File: config.mk
export PLATFORM = sky130hd
export DESIGN_NAME = fault_record_char_parser_top_flat
export DESIGN_NICKNAME = d
export VERILOG_FILES = /design/src/rtl/core/frcp_pkg.sv /design/src/rtl/core/frcp_if.sv /design/src/rtl/core/fault_record_char_parser_top.sv /design/src/rtl/core/frcp_accum.sv /design/src/rtl/core/frcp_record.sv /design/src/flat_wrapper.sv
export SDC_FILE = /design/constraint.sdc
export NUM_CORES = 1
export LEC_CHECK = 0
export ABC_AREA = 1
export BUFFER_PORTS_ARGS = -buffer_cell sky130_fd_sc_hd__clkbuf_2
export CORE_MARGIN = 2
export CORE_UTILIZATION = 40
export CTS_CLUSTER_SIZE = 25
export DETAILED_ROUTE_END_ITERATION = 6
export SLEW_MARGIN = 5
export SYNTH_ARGS = -nofsm -noshare
export SYNTH_HDL_FRONTEND = slang
export SYNTH_HIERARCHICAL = 1
export SYNTH_SLANG_ARGS = --single-unit
File: constraint.sdc
create_clock -name clk_i -period 6.3 [get_ports clk_i]
set_clock_uncertainty 0.1 [all_clocks]
set_input_delay 1.26 -clock clk_i [delete_from_list [all_inputs] [get_ports clk_i]]
set_output_delay 1.26 -clock clk_i [all_outputs]
set_load 0.01 [all_outputs]
File: src/rtl/core/frcp_pkg.sv
// Package for the fault record character parser.
// Holds the record layout constants, result codes, shared types and the
// hex decode helper; depends on nothing else.
package frcp_pkg;

  localparam logic [4:0] PosLimit  = 5'd22;
  localparam logic [4:0] MinLen    = 5'd16;
  localparam logic [4:0] MsLen     = 5'd20;
  localparam logic [4:0] DateStart = 5'd2;
  localparam logic [4:0] TailStart = 5'd14;
  localparam logic [4:0] DurStart  = 5'd17;
  localparam logic [4:0] PendMax   = 5'd31;
  localparam int unsigned DateDigits = 12;

  typedef enum logic [1:0] {
    STATUS_OK     = 2'd0,
    STATUS_FORMAT = 2'd1,
    STATUS_RANGE  = 2'd2
  } status_e;

  typedef enum logic [1:0] {
    PIN_OUTPUT  = 2'd0,
    PIN_INPUT   = 2'd1,
    PIN_UNKNOWN = 2'd2
  } pin_kind_e;

  typedef enum logic [1:0] {
    TAIL_NONE = 2'd0,
    TAIL_MS   = 2'd1,
    TAIL_BOTH = 2'd2
  } tail_e;

  // Parser state after the current character has been taken.
  typedef struct packed {
    logic [4:0]                       pos;
    logic                             fmt_bad;
    logic [7:0]                       pin;
    logic [DateDigits-1:0][3:0]       digits;
    logic [11:0]                      ms;
    logic [19:0]                      dur;
  } snap_t;

  typedef struct packed {
    status_e     status;
    logic [7:0]  pin_number;
    pin_kind_e   pin_kind;
    logic [6:0]  year_two_digit;
    logic [6:0]  month_value;
    logic [6:0]  day_value;
    logic [6:0]  hour_value;
    logic [6:0]  minute_value;
    logic [6:0]  second_value;
    logic [11:0] millisecond_value;
    logic [19:0] duration_q8_12;
    tail_e       tail_present;
  } rec_t;

  // Bit 4 flags a valid hex character, bits 3:0 carry its value (zero if not hex).
  function automatic logic [4:0] hex_decode(input logic [7:0] c);
    logic [4:0] r;
    r = 5'd0;
    if (c >= 8'h30 && c <= 8'h39) begin
      r = {1'b1, c[3:0]};
    end else if ((c >= 8'h41 && c <= 8'h46) || (c >= 8'h61 && c <= 8'h66)) begin
      r = {1'b1, 4'(c[3:0] + 4'd9)};
    end
    return r;
  endfunction

endpackage

File: src/rtl/core/frcp_if.sv
// Channel interfaces of the fault record character parser.
// One for the character beats and one for the record beats; no dependencies.
interface frcp_char_if;
  logic       valid;
  logic       ready;
  logic [7:0] char_code;
  logic       last;

  modport source (output valid, char_code, last, input ready);
  modport sink (input valid, char_code, last, output ready);
endinterface

interface frcp_rec_if;
  logic        valid;
  logic        ready;
  logic [1:0]  status;
  logic [7:0]  pin_number;
  logic [1:0]  pin_kind;
  logic [6:0]  year_two_digit;
  logic [6:0]  month_value;
  logic [6:0]  day_value;
  logic [6:0]  hour_value;
  logic [6:0]  minute_value;
  logic [6:0]  second_value;
  logic [11:0] millisecond_value;
  logic [19:0] duration_q8_12;
  logic [1:0]  tail_present;

  modport source (output valid, status, pin_number, pin_kind, year_two_digit, month_value,
                  day_value, hour_value, minute_value, second_value, millisecond_value,
                  duration_q8_12, tail_present, input ready);
  modport sink (input valid, status, pin_number, pin_kind, year_two_digit, month_value,
                day_value, hour_value, minute_value, second_value, millisecond_value,
                duration_q8_12, tail_present, output ready);
endinterface

File: src/rtl/core/fault_record_char_parser_top.sv
// Top level of the fault record character parser.
// Depends on frcp_pkg, frcp_if, frcp_accum and frcp_record.
//
//   Channel  Direction  Beat carries
//   char_i   in         one text character and the final-character flag
//   rec_o    out        one parsed fault record per final character
//
// A beat is taken every cycle while no final character stalls; it is registered
// in the input register, then parser state and record update in one pass.
// A record is registered when its final character leaves the input register.
// The record register holds a record until it is taken; only a final character
// waits in the input register while that register is full.
// Reset is asynchronous and clears the parser state and both valid flags.
module fault_record_char_parser_top import frcp_pkg::*; (
  input  logic clk_i,
  input  logic rst_ni,
  frcp_char_if.sink  char_i,
  frcp_rec_if.source rec_o
);

  logic       s1_valid_q;
  logic [7:0] s1_char_q;
  logic       s1_last_q;
  logic       out_valid_q;
  rec_t       out_q;
  rec_t       rec_d;
  snap_t      snap;
  logic       out_free;
  logic       s1_fire;
  logic       in_ready;

  assign out_free = !out_valid_q || rec_o.ready;
  assign s1_fire  = s1_valid_q && (!s1_last_q || out_free);
  assign in_ready = !s1_valid_q || s1_fire;

  assign char_i.ready = in_ready;

  frcp_accum u_accum (
    .clk_i       (clk_i),
    .rst_ni      (rst_ni),
    .step_i      (s1_fire),
    .char_code_i (s1_char_q),
    .last_i      (s1_last_q),
    .snap_o      (snap)
  );

  frcp_record u_record (
    .snap_i (snap),
    .rec_o  (rec_d)
  );

  always_ff @(posedge clk_i or negedge rst_ni) begin
    if (!rst_ni) begin
      s1_valid_q  <= 1'b0;
      out_valid_q <= 1'b0;
    end else begin
      if (in_ready) begin
        s1_valid_q <= char_i.valid;
      end
      if (s1_fire && s1_last_q) begin
        out_valid_q <= 1'b1;
      end else if (rec_o.ready) begin
        out_valid_q <= 1'b0;
      end
    end
  end

  always_ff @(posedge clk_i) begin
    if (in_ready && char_i.valid) begin
      s1_char_q <= char_i.char_code;
      s1_last_q <= char_i.last;
    end
    if (s1_fire && s1_last_q) begin
      out_q <= rec_d;
    end
  end

  assign rec_o.valid             = out_valid_q;
  assign rec_o.status            = out_q.status;
  assign rec_o.pin_number        = out_q.pin_number;
  assign rec_o.pin_kind          = out_q.pin_kind;
  assign rec_o.year_two_digit    = out_q.year_two_digit;
  assign rec_o.month_value       = out_q.month_value;
  assign rec_o.day_value         = out_q.day_value;
  assign rec_o.hour_value        = out_q.hour_value;
  assign rec_o.minute_value      = out_q.minute_value;
  assign rec_o.second_value      = out_q.second_value;
  assign rec_o.millisecond_value = out_q.millisecond_value;
  assign rec_o.duration_q8_12    = out_q.duration_q8_12;
  assign rec_o.tail_present      = out_q.tail_present;

`ifndef SYNTHESIS
  a_format_zeroed: assert property (@(posedge clk_i) disable iff (!rst_ni)
    out_valid_q && out_q.status == STATUS_FORMAT |->
      out_q.pin_number == 8'd0 && out_q.pin_kind == PIN_UNKNOWN &&
      out_q.month_value == 7'd0 && out_q.tail_present == TAIL_NONE)
    else $error("bad-format record carries field data");

  a_range_no_tail: assert property (@(posedge clk_i) disable iff (!rst_ni)
    out_valid_q && out_q.status == STATUS_RANGE |->
      out_q.tail_present == TAIL_NONE && out_q.millisecond_value == 12'd0 &&
      out_q.duration_q8_12 == 20'd0)
    else $error("out-of-range record carries a tail");

  a_stall_holds: assert property (@(posedge clk_i) disable iff (!rst_ni)
    s1_valid_q && !s1_fire |=> s1_valid_q && $stable(s1_char_q) && $stable(s1_last_q))
    else $error("stalled character lost from the input register");
`endif

endmodule

File: src/rtl/core/frcp_accum.sv
// Parser state and its per-character update for the fault record parser.
// Depends on frcp_pkg; presents the state after the current character.
module frcp_accum import frcp_pkg::*; (
  input  logic       clk_i,
  input  logic       rst_ni,
  input  logic       step_i,
  input  logic [7:0] char_code_i,
  input  logic       last_i,
  output snap_t      snap_o
);

  logic [4:0]                 pos_q, pos_d;
  logic                       started_q, started_d;
  logic [4:0]                 pend_q, pend_d;
  logic                       bad_q, bad_d;
  logic [7:0]                 pin_q, pin_d;
  logic [DateDigits-1:0][3:0] digits_q, digits_d;
  logic [11:0]                ms_q, ms_d;
  logic [19:0]                dur_q, dur_d;

  function automatic logic [4:0] clamp5(input logic [4:0] v, input logic [4:0] lo,
                                        input logic [4:0] hi);
    logic [4:0] r;
    r = v;
    if (v < lo) begin
      r = lo;
    end else if (v > hi) begin
      r = hi;
    end
    return r;
  endfunction

  logic       is_ws;
  logic       is_digit;
  logic [4:0] hex;
  logic [5:0] pend_sum;
  logic [4:0] pe;
  logic [1:0] n_ms;
  logic [2:0] n_dur;
  logic [3:0] date_idx;

  assign is_ws    = (char_code_i == 8'd32) || (char_code_i >= 8'd9 && char_code_i <= 8'd13);
  assign is_digit = (char_code_i >= 8'h30) && (char_code_i <= 8'h39);
  assign hex      = hex_decode(char_code_i);
  assign pend_sum = {1'b0, pos_q} + {1'b0, pend_q};
  assign pe       = (pend_sum > {1'b0, PosLimit}) ? PosLimit : pend_sum[4:0];
  assign n_ms     = 2'(clamp5(pe, TailStart, DurStart) - clamp5(pos_q, TailStart, DurStart));
  assign n_dur    = 3'(clamp5(pe, DurStart, PosLimit) - clamp5(pos_q, DurStart, PosLimit));
  assign date_idx = 4'(pe - DateStart);

  always_comb begin
    pos_d     = pos_q;
    started_d = started_q;
    pend_d    = pend_q;
    bad_d     = bad_q;
    pin_d     = pin_q;
    digits_d  = digits_q;
    ms_d      = ms_q;
    dur_d     = dur_q;
    if (step_i) begin
      if (is_ws) begin
        if (started_q && pend_q != PendMax) begin
          pend_d = 5'(pend_q + 5'd1);
        end
      end else begin
        // Held spaces take their positions first; in the tail they are zero digits.
        started_d = 1'b1;
        pend_d    = 5'd0;
        if (pend_q != 5'd0 && pos_q < TailStart) begin
          bad_d = 1'b1;
        end
        ms_d  = ms_q << {n_ms, 2'b00};
        dur_d = dur_q << {n_dur, 2'b00};
        pos_d = pe;
        if (pe < PosLimit) begin
          pos_d = 5'(pe + 5'd1);
          if (pe < DateStart) begin
            bad_d = bad_d | ~hex[4];
            pin_d = {pin_q[3:0], hex[3:0]};
          end else if (pe < TailStart) begin
            digits_d[date_idx] = is_digit ? char_code_i[3:0] : 4'd0;
            bad_d = bad_d | ~is_digit;
          end else if (pe < DurStart) begin
            ms_d = {ms_d[7:0], hex[3:0]};
          end else begin
            dur_d = {dur_d[15:0], hex[3:0]};
          end
        end
      end
    end
  end

  assign snap_o = '{pos: pos_d, fmt_bad: bad_d, pin: pin_d, digits: digits_d,
                    ms: ms_d, dur: dur_d};

  always_ff @(posedge clk_i or negedge rst_ni) begin
    if (!rst_ni) begin
      pos_q     <= '0;
      started_q <= 1'b0;
      pend_q    <= '0;
      bad_q     <= 1'b0;
      pin_q     <= '0;
      digits_q  <= '0;
      ms_q      <= '0;
      dur_q     <= '0;
    end else if (step_i && last_i) begin
      pos_q     <= '0;
      started_q <= 1'b0;
      pend_q    <= '0;
      bad_q     <= 1'b0;
      pin_q     <= '0;
      digits_q  <= '0;
      ms_q      <= '0;
      dur_q     <= '0;
    end else begin
      pos_q     <= pos_d;
      started_q <= started_d;
      pend_q    <= pend_d;
      bad_q     <= bad_d;
      pin_q     <= pin_d;
      digits_q  <= digits_d;
      ms_q      <= ms_d;
      dur_q     <= dur_d;
    end
  end

`ifndef SYNTHESIS
  a_pos_limit: assert property (@(posedge clk_i) disable iff (!rst_ni)
    pos_q <= PosLimit)
    else $error("character position beyond the record layout");

  a_pend_started: assert property (@(posedge clk_i) disable iff (!rst_ni)
    pend_q != 5'd0 |-> started_q)
    else $error("spaces held before any text");

  a_clear_after_last: assert property (@(posedge clk_i) disable iff (!rst_ni)
    step_i && last_i |=> pos_q == 5'd0 && !started_q && pend_q == 5'd0 && !bad_q)
    else $error("parser state not cleared after the final character");
`endif

endmodule

File: src/rtl/core/frcp_record.sv
// Record assembly for the fault record parser: date-time fields, checks and tail.
// Depends on frcp_pkg; purely combinational from the parser state.
module frcp_record import frcp_pkg::*; (
  input  snap_t snap_i,
  output rec_t  rec_o
);

  function automatic logic [7:0] two_digits(input logic [3:0] a, input logic [3:0] b);
    logic [7:0] r;
    r = 8'({4'd0, a} * 8'd10) + {4'd0, b};
    return r;
  endfunction

  logic [7:0] yy, mo, dd, hh, mi, ss;
  logic       fmt_bad;
  logic       range_bad;
  pin_kind_e  kind;

  assign yy = two_digits(snap_i.digits[0], snap_i.digits[1]);
  assign mo = two_digits(snap_i.digits[2], snap_i.digits[3]);
  assign dd = two_digits(snap_i.digits[4], snap_i.digits[5]);
  assign hh = two_digits(snap_i.digits[6], snap_i.digits[7]);
  assign mi = two_digits(snap_i.digits[8], snap_i.digits[9]);
  assign ss = two_digits(snap_i.digits[10], snap_i.digits[11]);

  assign fmt_bad   = snap_i.fmt_bad || (snap_i.pos < MinLen);
  assign range_bad = (mo < 8'd1) || (mo > 8'd12) || (dd < 8'd1) || (dd > 8'd31) ||
                     (hh > 8'd23) || (mi > 8'd59) || (ss > 8'd59);

  always_comb begin
    if (snap_i.pin >= 8'd1 && snap_i.pin <= 8'd8) begin
      kind = PIN_OUTPUT;
    end else if (snap_i.pin >= 8'd9 && snap_i.pin <= 8'd16) begin
      kind = PIN_INPUT;
    end else begin
      kind = PIN_UNKNOWN;
    end
  end

  always_comb begin
    rec_o = '{status: STATUS_OK, pin_kind: PIN_UNKNOWN, tail_present: TAIL_NONE,
              default: '0};
    if (fmt_bad) begin
      rec_o.status = STATUS_FORMAT;
    end else begin
      rec_o.pin_number     = snap_i.pin;
      rec_o.pin_kind       = kind;
      rec_o.year_two_digit = yy[6:0];
      rec_o.month_value    = mo[6:0];
      rec_o.day_value      = dd[6:0];
      rec_o.hour_value     = hh[6:0];
      rec_o.minute_value   = mi[6:0];
      rec_o.second_value   = ss[6:0];
      if (range_bad) begin
        rec_o.status = STATUS_RANGE;
      end else if (snap_i.pos >= PosLimit) begin
        rec_o.millisecond_value = snap_i.ms;
        rec_o.duration_q8_12    = snap_i.dur;
        rec_o.tail_present      = TAIL_BOTH;
      end else if (snap_i.pos >= MsLen) begin
        rec_o.millisecond_value = snap_i.ms;
        rec_o.tail_present      = TAIL_MS;
      end
    end
  end

endmodule

File: src/flat_wrapper.sv
// flat-port wrapper written by rule: the top's interface ports become plain ports
module fault_record_char_parser_top_flat import frcp_pkg::*;
  (clk_i, rst_ni, char_i_valid, char_i_char_code, char_i_last, char_i_ready, rec_o_valid, rec_o_status, rec_o_pin_number, rec_o_pin_kind, rec_o_year_two_digit, rec_o_month_value, rec_o_day_value, rec_o_hour_value, rec_o_minute_value, rec_o_second_value, rec_o_millisecond_value, rec_o_duration_q8_12, rec_o_tail_present, rec_o_ready);
  frcp_char_if char_i_i ();
  frcp_rec_if rec_o_i ();
  input  logic clk_i;
  input  logic rst_ni;
  input wire logic [$bits(char_i_i.valid)-1:0] char_i_valid;
  input wire logic [$bits(char_i_i.char_code)-1:0] char_i_char_code;
  input wire logic [$bits(char_i_i.last)-1:0] char_i_last;
  output wire logic [$bits(char_i_i.ready)-1:0] char_i_ready;
  output wire logic [$bits(rec_o_i.valid)-1:0] rec_o_valid;
  output wire logic [$bits(rec_o_i.status)-1:0] rec_o_status;
  output wire logic [$bits(rec_o_i.pin_number)-1:0] rec_o_pin_number;
  output wire logic [$bits(rec_o_i.pin_kind)-1:0] rec_o_pin_kind;
  output wire logic [$bits(rec_o_i.year_two_digit)-1:0] rec_o_year_two_digit;
  output wire logic [$bits(rec_o_i.month_value)-1:0] rec_o_month_value;
  output wire logic [$bits(rec_o_i.day_value)-1:0] rec_o_day_value;
  output wire logic [$bits(rec_o_i.hour_value)-1:0] rec_o_hour_value;
  output wire logic [$bits(rec_o_i.minute_value)-1:0] rec_o_minute_value;
  output wire logic [$bits(rec_o_i.second_value)-1:0] rec_o_second_value;
  output wire logic [$bits(rec_o_i.millisecond_value)-1:0] rec_o_millisecond_value;
  output wire logic [$bits(rec_o_i.duration_q8_12)-1:0] rec_o_duration_q8_12;
  output wire logic [$bits(rec_o_i.tail_present)-1:0] rec_o_tail_present;
  input wire logic [$bits(rec_o_i.ready)-1:0] rec_o_ready;
  assign char_i_i.valid = char_i_valid;
  assign char_i_i.char_code = char_i_char_code;
  assign char_i_i.last = char_i_last;
  assign char_i_ready = char_i_i.ready;
  assign rec_o_valid = rec_o_i.valid;
  assign rec_o_status = rec_o_i.status;
  assign rec_o_pin_number = rec_o_i.pin_number;
  assign rec_o_pin_kind = rec_o_i.pin_kind;
  assign rec_o_year_two_digit = rec_o_i.year_two_digit;
  assign rec_o_month_value = rec_o_i.month_value;
  assign rec_o_day_value = rec_o_i.day_value;
  assign rec_o_hour_value = rec_o_i.hour_value;
  assign rec_o_minute_value = rec_o_i.minute_value;
  assign rec_o_second_value = rec_o_i.second_value;
  assign rec_o_millisecond_value = rec_o_i.millisecond_value;
  assign rec_o_duration_q8_12 = rec_o_i.duration_q8_12;
  assign rec_o_tail_present = rec_o_i.tail_present;
  assign rec_o_i.ready = rec_o_ready;
  fault_record_char_parser_top u_core (.clk_i(clk_i), .rst_ni(rst_ni), .char_i(char_i_i), .rec_o(rec_o_i));
endmodule
==> impl_results.md, run 1 <==
- Cells on Worst Hold Path: 2
- Worst-case setup slack after placement: 227 ps
- Post-layout nets: 1712
- Layout area overhead: 12.0%
- Number of cells traversed by the worst register-to-register path: 32
- Maximum cell stage delay along the critical path: 590 ps
- Via count of the first global-routing pass: 9846
- CTS Buffer Depth: 2
- Total clock buffers created by CTS: 17
- Gr ovfl total: 0
- Shortest clock period the worst path allows after layout: 5850 ps
- Setup Buffers After CTS: 0
- Status: complete, no violations
- Average vias per placed instance: 4.94
- HP Start: u_core/u_accum/bad_q$_DFF_PN0_
- Post-detail-place hpwl: 20.5 mm
- Post-synthesis instance area: 12300 sq um
- Tightest Hold Check Type: flop to flop
- Startpoint kind of the worst setup timing path: flop
- Crit Path Class: flop to flop
- Instance count of the mapped netlist: 1544
- Buffers added on ports: 102
- Arrival time at the worst endpoint: 6030 ps
- Fill cells: 3051
- Routed wire length per instance: 14.2 um
- Clock latency on the worst-skew pair: 450 ps
- Final antenna-violating net count: 0
- Number of clock sinks seen by CTS: 199
- Horizontal die dimension: 179 um
- Antenna violations before repair: 0
- Total die area: 32200 sq um
- Synthesis warning total: 6
- Aggregate global-route resource usage: 18.2%
- Fraction of final layout cells sized beyond drive strength 1: 15.1%
- RSZ-0062 raised after global routing: no
- Per-instance average area after synthesis: 7.98 sq um
- Multi-input logic area: 5600 sq um
- Post-route clock period utilization: 92.8%
- Pwr dens: 390 nW/um^2
- Worst flop-to-flop path startpoint: u_core/u_accum/pend_q[0]$_DFFE_PN0P_
- Transition at the pin with the smallest max-transition slack: 1190 ps
- Final Hold Fails: 0
- CTS H-Tree Depth: 4
- Slew HR: 20.4%
- Number of search-and-repair iterations in the first detailed-routing pass: 7
- Area inside the core boundary: 30400 sq um
- Wire length of the first global-routing pass: 48.3 mm
- Effective utilization at floorplan: 40.5%
- Endpoint of the most critical register-to-register path: u_core/rec_o.duration_q8_12[1]$_DFFE_PP_
- Library cell contributing the largest single delay on the critical path: fa_2
- Largest net degree at the start of global routing: 60
- CTS Hold Bufs: 0
- Highest clock frequency the design can meet: 0.171 GHz
- Routed via count: 10068
- VDD IR-drop max: 201 uV
- Root Driver: clkbuf_16
- Setup slack, reg-to-reg: 450 ps
- Final setup violation count: 0
- CP dominant cell by count: inv_1
- Routability congestion estimate: 0.946
- Total power after layout: 5.39 mW
- Max-capacitance violation count: 0
- Post-route worst setup slack: 452 ps
- Peak fanout along the critical path: 21
- Crit path capture type: flop
- Antenna fix cells: 0
- Clock edge transition at the registers on the reported setup and hold paths: 80 ps
- # rows: 64
- Post-Synthesis Net Count: 1628
- Max Transition Viols Final: 0
- Number of cells upsized or downsized after cts: 0
- Final sum of negative setup slack: 0 ps
- Number of design rule violations left after detail routing: 0
- Clock tree from TritonCTS: done
- Leakage power total: 7.01 nW
- Boundary Pins: 103
- Worst EP required: 6490 ps
- Seq. cell area: 5470 sq um
- Total Wirelength: 28.8 mm
- Die H: 179 um
- DR iter-0 viols: 752
- Sink of the worst hold path: u_core/u_accum/bad_q$_DFF_PN0_
placed cells by master (no fill, tap or decap), types with 7 or more instances in the layout:
cell type    n
nand4_1     18
nand2_1    356
or2_1        7
o21ai_1     16
o21ai_0     70
clkbuf_2   101
dfrtp_1    102
nand2_2     12
buf_4       12
edfxtp_1    97
nor2_4      10
ha_1        57
nand3_1     91
inv_1      262
clkbuf_16   17
a211oi_1     8
nor2_1     158
a21oi_1     83
fa_1        13
nand3_2      7
nor2_2      31
inv_2       14
nor3_1      10
layout make-up:
type,count,area share (%)
Timing Repair Buffer,114,4.46
Clock inverter,15,1.13
Clock buffer,17,3.08
Inverter,278,7.57
Multi-Input combinational cell,1018,40.6
Sequential cell,199,39.6
Tap cell,396,3.59
critical path: cells and delay by family, from the launching register on:
family | cells | cell delay [ps]
AOI/OAI and AO/OA | 2 | 380
xor gates and xnor gates | 1 | 170
DFF | 1 | 400
and+or+nand+nor | 16 | 2020
buffers and inverters | 8 | 760
adders and majority gates | 5 | 1850
routing by layer:
layer / share of wire, % / track usage, %
met1: 49 / 25.4
met2: 46 / 29.7
met3: 4.0 / 2.80
met4: 1.3 / 4.62
met5: 0 / 0
how the worst max path moves through the flow:
stage	start	to	slack, ps	cells after the start
after floorplan	u_core/u_accum/pend_q[0]$_DFFE_PN0P_	u_core/rec_o.millisecond_value[10]$_DFFE_PP_	1210	32
after global placement	u_core/u_accum/pos_q[0]$_DFF_PN0_	u_core/rec_o.millisecond_value[1]$_DFFE_PP_	430	31
after detailed placement	u_core/u_accum/pend_q[0]$_DFFE_PN0P_	u_core/rec_o.tail_present[0]$_DFFE_PP_	230	31
after CTS	u_core/u_accum/pend_q[0]$_DFFE_PN0P_	u_core/rec_o.tail_present[0]$_DFFE_PP_	160	31
after global routing	u_core/u_accum/pend_q[0]$_DFFE_PN0P_	u_core/rec_o.duration_q8_12[1]$_DFFE_PP_	3	32
final	u_core/u_accum/pend_q[0]$_DFFE_PN0P_	u_core/rec_o.duration_q8_12[1]$_DFFE_PP_	450	32
stage by stage:
stage / instance area (sq um) / util [%] / std cells / hold slack [ps]
after CTS: 13800 / 45.2 / 2037 / 437
after detailed placement: 13200 / 43.3 / 2005 / 417
final: 13800 / 45.3 / 2037 / 432
after floorplan: 12300 / - / 1544 / 384
after global routing: 13800 / 45.3 / 2037 / 447
after global placement: 13200 / 43.3 / 2005 / 412
where the power goes:
group / internal (mW) / leakage, nW / switching (mW)
clock: 0.529 / 0.278 / 0.559
sequential: 1.58 / 2.32 / 0.0994
combinational: 0.820 / 4.42 / 1.80
total: 2.93 / 7.01 / 2.46
sequential cells by signal (all words and copies together) (netlist names), 5 cells and up:
register,count
u_core/u_accum/digits_q,48
u_core/rec_o.duration_q8_12,20
u_core/u_accum/dur_q,20
u_core/rec_o.millisecond_value,12
u_core/u_accum/ms_q,12
u_core/rec_o.pin_number,8
u_core/s1_char_q,8
u_core/u_accum/pin_q,8
u_core/rec_o.day_value,7
u_core/rec_o.hour_value,7
u_core/rec_o.minute_value,7
u_core/rec_o.month_value,7
u_core/rec_o.second_value,7
u_core/rec_o.year_two_digit,7
u_core/u_accum/pend_q,5
u_core/u_accum/pos_q,5
Note: power is estimated with default switching activity, not from simulation.
==> run 2: changes to the inputs <==
SYNTH_HIERARCHICAL = default   (was 1)
==> run 2 against run 1 <==
First-iteration DRC count fell by 3.3%; sequential power barely moved; cell area up 2.7%; synthesized cell count fell by 6.9%; routed wire length up 2.2%; hold slack worse by 27 ps; power is 1.8% higher; register-to-register slack worse by 180 ps; final cell count decreased by 2.8%; combinational power up 5%; critical path type unchanged; critical endpoint is now u_core.rec_o.duration_q8_12[1]$_SDFFCE_PP0P_; largest cell class unchanged; largest power group unchanged; highest routed layer unchanged.
==> impl_results.md, run 2 <==
- Post-layout util: 47.8%
- Most frequently used cell type in the post-synthesis netlist: nand2_1
- Largest net degree at the start of global routing: 100
- Number of cells traversed by the worst register-to-register path: 38
- Number of search-and-repair iterations in the first detailed-routing pass: 5
- Top library cells by usage in the layout, fill and taps aside: 274 x nand2_1, 191 x inv_1, 187 x nor2_1
- Antenna fix cells: 0
- Startpoint kind of the worst setup timing path: flop
- Clock latency on the worst-skew pair: 450 ps
- Most frequently used flop master after synthesis: dfrtp_1
- Clock edge transition at the registers on the reported setup and hold paths: 80 ps
- Shortest clock period the worst path allows after layout: 6030 ps
- Via count of the first global-routing pass: 9283
- CTS H-Tree Depth: 4
- Buffers added on ports: 102
- Routed wire length per instance: 14.9 um
- Number of clock sinks seen by CTS: 199
- Ys async rst share: 51.3%
- Cell taking the most area after synthesis: edfxtp_1
- Worst EP required: 6390 ps
- Total clock buffers created by CTS: 17
- Antenna violations before repair: 0
- Arrival time at the worst endpoint: 6120 ps
- Aggregate global-route resource usage: 18.9%
- Final Hold Fails: 0
- Transition at the pin with the smallest max-transition slack: 1150 ps
- Number of flops mapped to enable cells by yosys: 97
- CP dominant cell by count: nand2_1
- Fraction of final layout cells sized beyond drive strength 1: 22.1%
- Slew HR: 22.1%
- Total die area: 31400 sq um
- Per-instance average area after synthesis: 8.36 sq um
- Average vias per placed instance: 4.96
- Peak fanout along the critical path: 8
- Max-capacitance violation count: 0
- Placed inst area: 13000 sq um
- Post-route worst setup slack: 274 ps
- Cells on Worst Hold Path: 1
- Pwr dens: 387 nW/um^2
- Top reg by flops: u_core.u_accum.digits_q
- Number of design rule violations left after detail routing: 0
- Area share of the largest cell type after synthesis: 24.3%
- Post-Synthesis Net Count: 1523
- Instance count of the mapped netlist: 1437
- Library cell contributing the largest single delay on the critical path: fa_1
- Fill cells: 2941
- Status: complete, no violations
- Routability congestion estimate: 0.861
- Final antenna-violating net count: 0
- Number of flip-flops in the largest register: 48
- Routed via count: 9827
- Final setup violation count: 0
- Crit path capture type: flop
- Gr ovfl total: 0
- Clock tree from TritonCTS: done
- Number of distinct library cell variants in the gate-level netlist after synthesis: 60
- Top cells by area, synth: edfxtp_1 24%, dfrtp_1 21%, nand2_1 8.8%, inv_1 6.3%, ha_1 6.1%
- Wire length of the first global-routing pass: 46.9 mm
- Effective utilization at floorplan: 40.5%
- Boundary Pins: 103
- Post-route clock period utilization: 95.6%
- Highest clock frequency the design can meet: 0.166 GHz
- Root Driver: clkbuf_16
- Post-layout nets: 1663
- Post-Layout Inst Area: 14200 sq um
- Total power after layout: 5.48 mW
- Flop and latch count out of synthesis: 199
- Post-detail-place hpwl: 20.4 mm
- Leading cell type in the layout, fill and taps excluded: nand2_1
- Worst-case setup slack after placement: -142 ps
- Area inside the core boundary: 29600 sq um
- Crit Path Class: flop to flop
- Synthesis warning total: 0
- Share of the yosys chip area belonging to registers: 45.5%
- Total Wirelength: 29.5 mm
- Max Transition Viols Final: 0
- # rows: 63
- DR iter-0 viols: 727
- Most common library cells after synthesis: 283 x nand2_1, 203 x inv_1, 194 x nor2_1
- Post-synthesis instance area: 12000 sq um
- Layout area overhead: 18.1%
- VDD IR-drop max: 192 uV
- Maximum cell stage delay along the critical path: 460 ps
- Tightest Hold Check Type: flop to flop
- CTS Buffer Depth: 2
- Horizontal die dimension: 177 um
- Final sum of negative setup slack: 0 ps
- Die H: 177 um
- CTS Hold Bufs: 0
- Leakage power total: 6.78 nW
[run 2: repair_timing]
| item | CTS | global route |
|---|---|---|
| cloned | 0 | 4 |
| pin swaps | 1 | 31 |
| setup buffers | 0 | 30 |
| resized for setup | 3 | 72 |
| setup endpoints to repair | 34 | 35 |
[run 2: metrics by stage]
| stage | hold WS (ps) | std cells |
|---|---|---|
| 2_1_floorplan | 364 | 1437 |
| 3_3_place_gp | 379 | 1914 |
| 3_5_place_dp | 389 | 1914 |
| 4_1_cts | 407 | 1946 |
| 5_1_grt | 433 | 1980 |
| 6_report | 405 | 1980 |
[run 2: area by class of cell]
type	count	area (sq um)	area share (%)
Clock inverter	14	134	0.944
Multi-Input combinational cell	983	5800	40.9
Timing Repair Buffer	162	1030	7.27
Inverter	214	826	5.82
Clock buffer	18	429	3.03
Sequential cell	199	5470	38.5
Tap cell	390	488	3.44
[run 2: logic make-up after synthesis]
group                      Yosys count  synth area share, %
AOI/OAI and AO/OA                  208                 10.2
xor gates and xnor gates            14                 1.02
adders and majority gates           73                 8.48
buffers and inverters              256                 8.39
DFF                                199                 45.5
muxes                                4                0.333
and+or+nand+nor                    683                 26.1
[run 2: worst paths after layout]
kind | start | endpoint | slack (ps)
worst max-delay path | u_core.u_accum.pend_q[0]$_DFFE_PN0P_ | u_core.rec_o.duration_q8_12[1]$_SDFFCE_PP0P_ | 270
worst min-delay path | u_core.u_accum.started_q$_DFFE_PN0P_ | u_core.u_accum.started_q$_DFFE_PN0P_ | 410
worst max register to register | u_core.u_accum.pend_q[0]$_DFFE_PN0P_ | u_core.rec_o.duration_q8_12[1]$_SDFFCE_PP0P_ | 270
worst min register to register | u_core.u_accum.started_q$_DFFE_PN0P_ | u_core.u_accum.started_q$_DFFE_PN0P_ | 410
max in group asynchronous | rst_ni | u_core.u_accum.digits_q[47]$_DFF_PN0_ | 4150
min in group asynchronous | rst_ni | u_core.u_accum.dur_q[6]$_DFF_PN0_ | 750
[run 2: power breakdown]
group          switching (mW)  total [mW]  internal (mW)
logic                    1.81        2.75          0.938
clock network           0.543        1.07          0.525
registers              0.0937        1.67           1.57
[run 2: routing by layer]
metal	vias to the layer above	share of wire (%)	track usage, %
met5	-	0	0
li1	4953	-	-
met4	0	1.9	6.25
met3	33	3.3	2.92
met1	4654	48	25.5
met2	187	47	31.2
[run 2: worst max-delay path: cells and delay by family (launching register included)]
family / cells / cell delay [ps]
and+or+nand+nor: 24 / 2640
buffers and inverters: 8 / 880
adders and majority gates: 6 / 1710
DFF: 1 / 410
==> run 3: changes to the inputs <==
CORE_MARGIN = 1.5   (was 2)
SYNTH_HIERARCHICAL = 1   (was default)
==> run 3 against run 2 <==
Non-clock buffer count decreased by 46; routed wire length decreased by 2.1%; utilization decreased by 2.4 points; final cell count increased by 3.0%; critical endpoint is now u_core/rec_o.duration_q8_12[0]$_DFFE_PP_; highest routed layer unchanged.
==> impl_results.md, run 3 (synthesis gave the netlist of run 1 again) <==
- Post-route clock period utilization: 92.0%
- Max Transition Viols Final: 0
- Area inside the core boundary: 30400 sq um
- Seq. cell area: 5470 sq um
- Die H: 178 um
- Via count of the first global-routing pass: 9690
- Top library cells by usage in the layout, fill and taps aside: 356 x nand2_1, 262 x inv_1, 158 x nor2_1
- Clock edge transition at the registers on the reported setup and hold paths: 80 ps
- CTS Buffer Depth: 2
- DR iter-0 viols: 668
- Setup slack, reg-to-reg: 510 ps
- Met1 wire length: 14.1 mm
- Slew HR: 24.1%
- Average vias per placed instance: 4.97
- Post-layout nets: 1714
- Routed via count: 10126
- Finished Layout Cells: 2039
- Transition at the pin with the smallest max-transition slack: 1140 ps
- RSZ-0062 raised after global routing: no
- Status: complete, no violations
- Routability congestion estimate: 0.915
- Clock latency on the worst-skew pair: 450 ps
- Final sum of negative setup slack: 0 ps
- Routed wire length per instance: 14.2 um
- Total die area: 31900 sq um
- Gr ovfl total: 0
- Met2 WL post-DR: 13.2 mm
- Tightest Hold Check Type: flop to flop
- Fill cells: 3003
- Leakage power total: 7.03 nW
- Library cell contributing the largest single delay on the critical path: fa_2
- Antenna violations before repair: 0
- Number of flip-flops in the largest register: 48
- Number of clock sinks seen by CTS: 199
- Largest net degree at the start of global routing: 61
- Final antenna-violating net count: 0
- Startpoint kind of the worst setup timing path: flop
- Max-capacitance violation count: 0
- Total power after layout: 5.41 mW
- Arrival time at the worst endpoint: 6000 ps
- Maximum cell stage delay along the critical path: 580 ps
- Number of search-and-repair iterations in the first detailed-routing pass: 6
- Horizontal die dimension: 178 um
- Boundary Pins: 103
- Total clock buffers created by CTS: 17
- Pwr dens: 392 nW/um^2
- WL met3: 1.29 mm
- Hold slack: 431 ps
- Final Hold Fails: 0
- Top routing layer in use: met4
- Peak fanout along the critical path: 21
- Layout area overhead: 12.3%
- Worst EP required: 6510 ps
- Number of cells traversed by the worst register-to-register path: 32
- Clock tree from TritonCTS: done
- Buffers added on ports: 102
- Placed inst area: 13200 sq um
- Post-detail-place hpwl: 20.4 mm
- Final setup violation count: 0
- Total Wirelength: 28.9 mm
- Aggregate global-route resource usage: 18.9%
- Crit Path Class: flop to flop
- Post-Layout Inst Area: 13800 sq um
- Wire length of the first global-routing pass: 47.4 mm
- Number of design rule violations left after detail routing: 0
- Top reg by flops: u_core/u_accum/digits_q
- Shortest clock period the worst path allows after layout: 5790 ps
- Multi-input logic area: 5590 sq um
- Highest clock frequency the design can meet: 0.173 GHz
- Effective utilization at floorplan: 40.5%
- Crit path capture type: flop
- Leading cell type in the layout, fill and taps excluded: nand2_1
- Root Driver: clkbuf_16
- # rows: 64
- Cells on Worst Hold Path: 2
- CTS H-Tree Depth: 4
- VDD IR-drop max: 210 uV
- Placed cell count: 2004
- CP dominant cell by count: inv_1
- Antenna fix cells: 0
- Fraction of final layout cells sized beyond drive strength 1: 15.2%
## run 3: cell types whose count changed in the layout (fill, tap and decap cells not counted), sizes merged, moves of 4 or more
cell and change:
inv +63, nand2 +63, buf -44, nor2 -31, a21oi +16, nand4 +9
o21ai +8, a22oi -6, a21boi -5, a21o -5, clkinv +5, o211ai -5
o21a -4
## run 3: final timing paths
| kind | from | endpoint |
|---|---|---|
| worst max-delay path | u_core/u_accum/pend_q[0]$_DFFE_PN0P_ | u_core/rec_o.duration_q8_12[0]$_DFFE_PP_ |
| worst min-delay path | u_core/u_accum/digits_q[24]$_DFF_PN0_ | u_core/u_accum/digits_q[24]$_DFF_PN0_ |
| worst max register to register | u_core/u_accum/pend_q[0]$_DFFE_PN0P_ | u_core/rec_o.duration_q8_12[0]$_DFFE_PP_ |
| worst min register to register | u_core/u_accum/digits_q[24]$_DFF_PN0_ | u_core/u_accum/digits_q[24]$_DFF_PN0_ |
| max in group asynchronous | rst_ni | u_core/u_accum/dur_q[10]$_DFF_PN0_ |
| min in group asynchronous | rst_ni | u_core/u_accum/digits_q[32]$_DFF_PN0_ |
## run 3: worst max-delay path, delay by kind of cell (launching register included)
family          cells  cell delay [ps]
xor+xnor            1              230
simple gates       16             1970
compound gates      2              380
buf+inv             8              750
flops               1              380
fa+ha+maj           5             1840
## run 3: area by class of cell
cell class              instances  share of cell area, %
inverters                     278                   7.56
clock inverters                15                   1.29
clock buffers                  17                   3.08
multi-input cells            1018                   40.4
flip-flops and latches        199                   39.5
well taps                     396                   3.58
repair buffers                116                   4.52
## run 3: timing repair
item / CTS / global route
endpoints found under the setup margin: 0 / 33
buffers inserted: 0 / 3
gates resized for setup: 0 / 7
hold buffers: 0 / 0
## run 3: metrics by stage
| step | worst slack (ps) | util (%) |
|---|---|---|
| 2_1_floorplan | 1210 | - |
| 3_3_place_gp | 440 | 43.3 |
| 3_5_place_dp | 249 | 43.3 |
| 4_1_cts | 177 | 45.3 |
| 5_1_grt | 38.6 | 45.4 |
| 6_report | 505 | 45.4 |
## run 3: report_power, final
| part | switching, mW | total, mW | leakage [nW] | internal, mW |
|---|---|---|---|---|
| sequential | 0.0954 | 1.68 | 2.32 | 1.58 |
| combinational | 1.79 | 2.62 | 4.42 | 0.822 |
| clock | 0.580 | 1.12 | 0.291 | 0.540 |
| total | 2.47 | 5.41 | 7.03 | 2.94 |
## run 3: metal layers
layer	up-vias	GRT usage, %
met1	4765	26.5
met5	-	0
li1	5098	-
met3	26	3.11
met2	237	30.0
met4	0	5.17
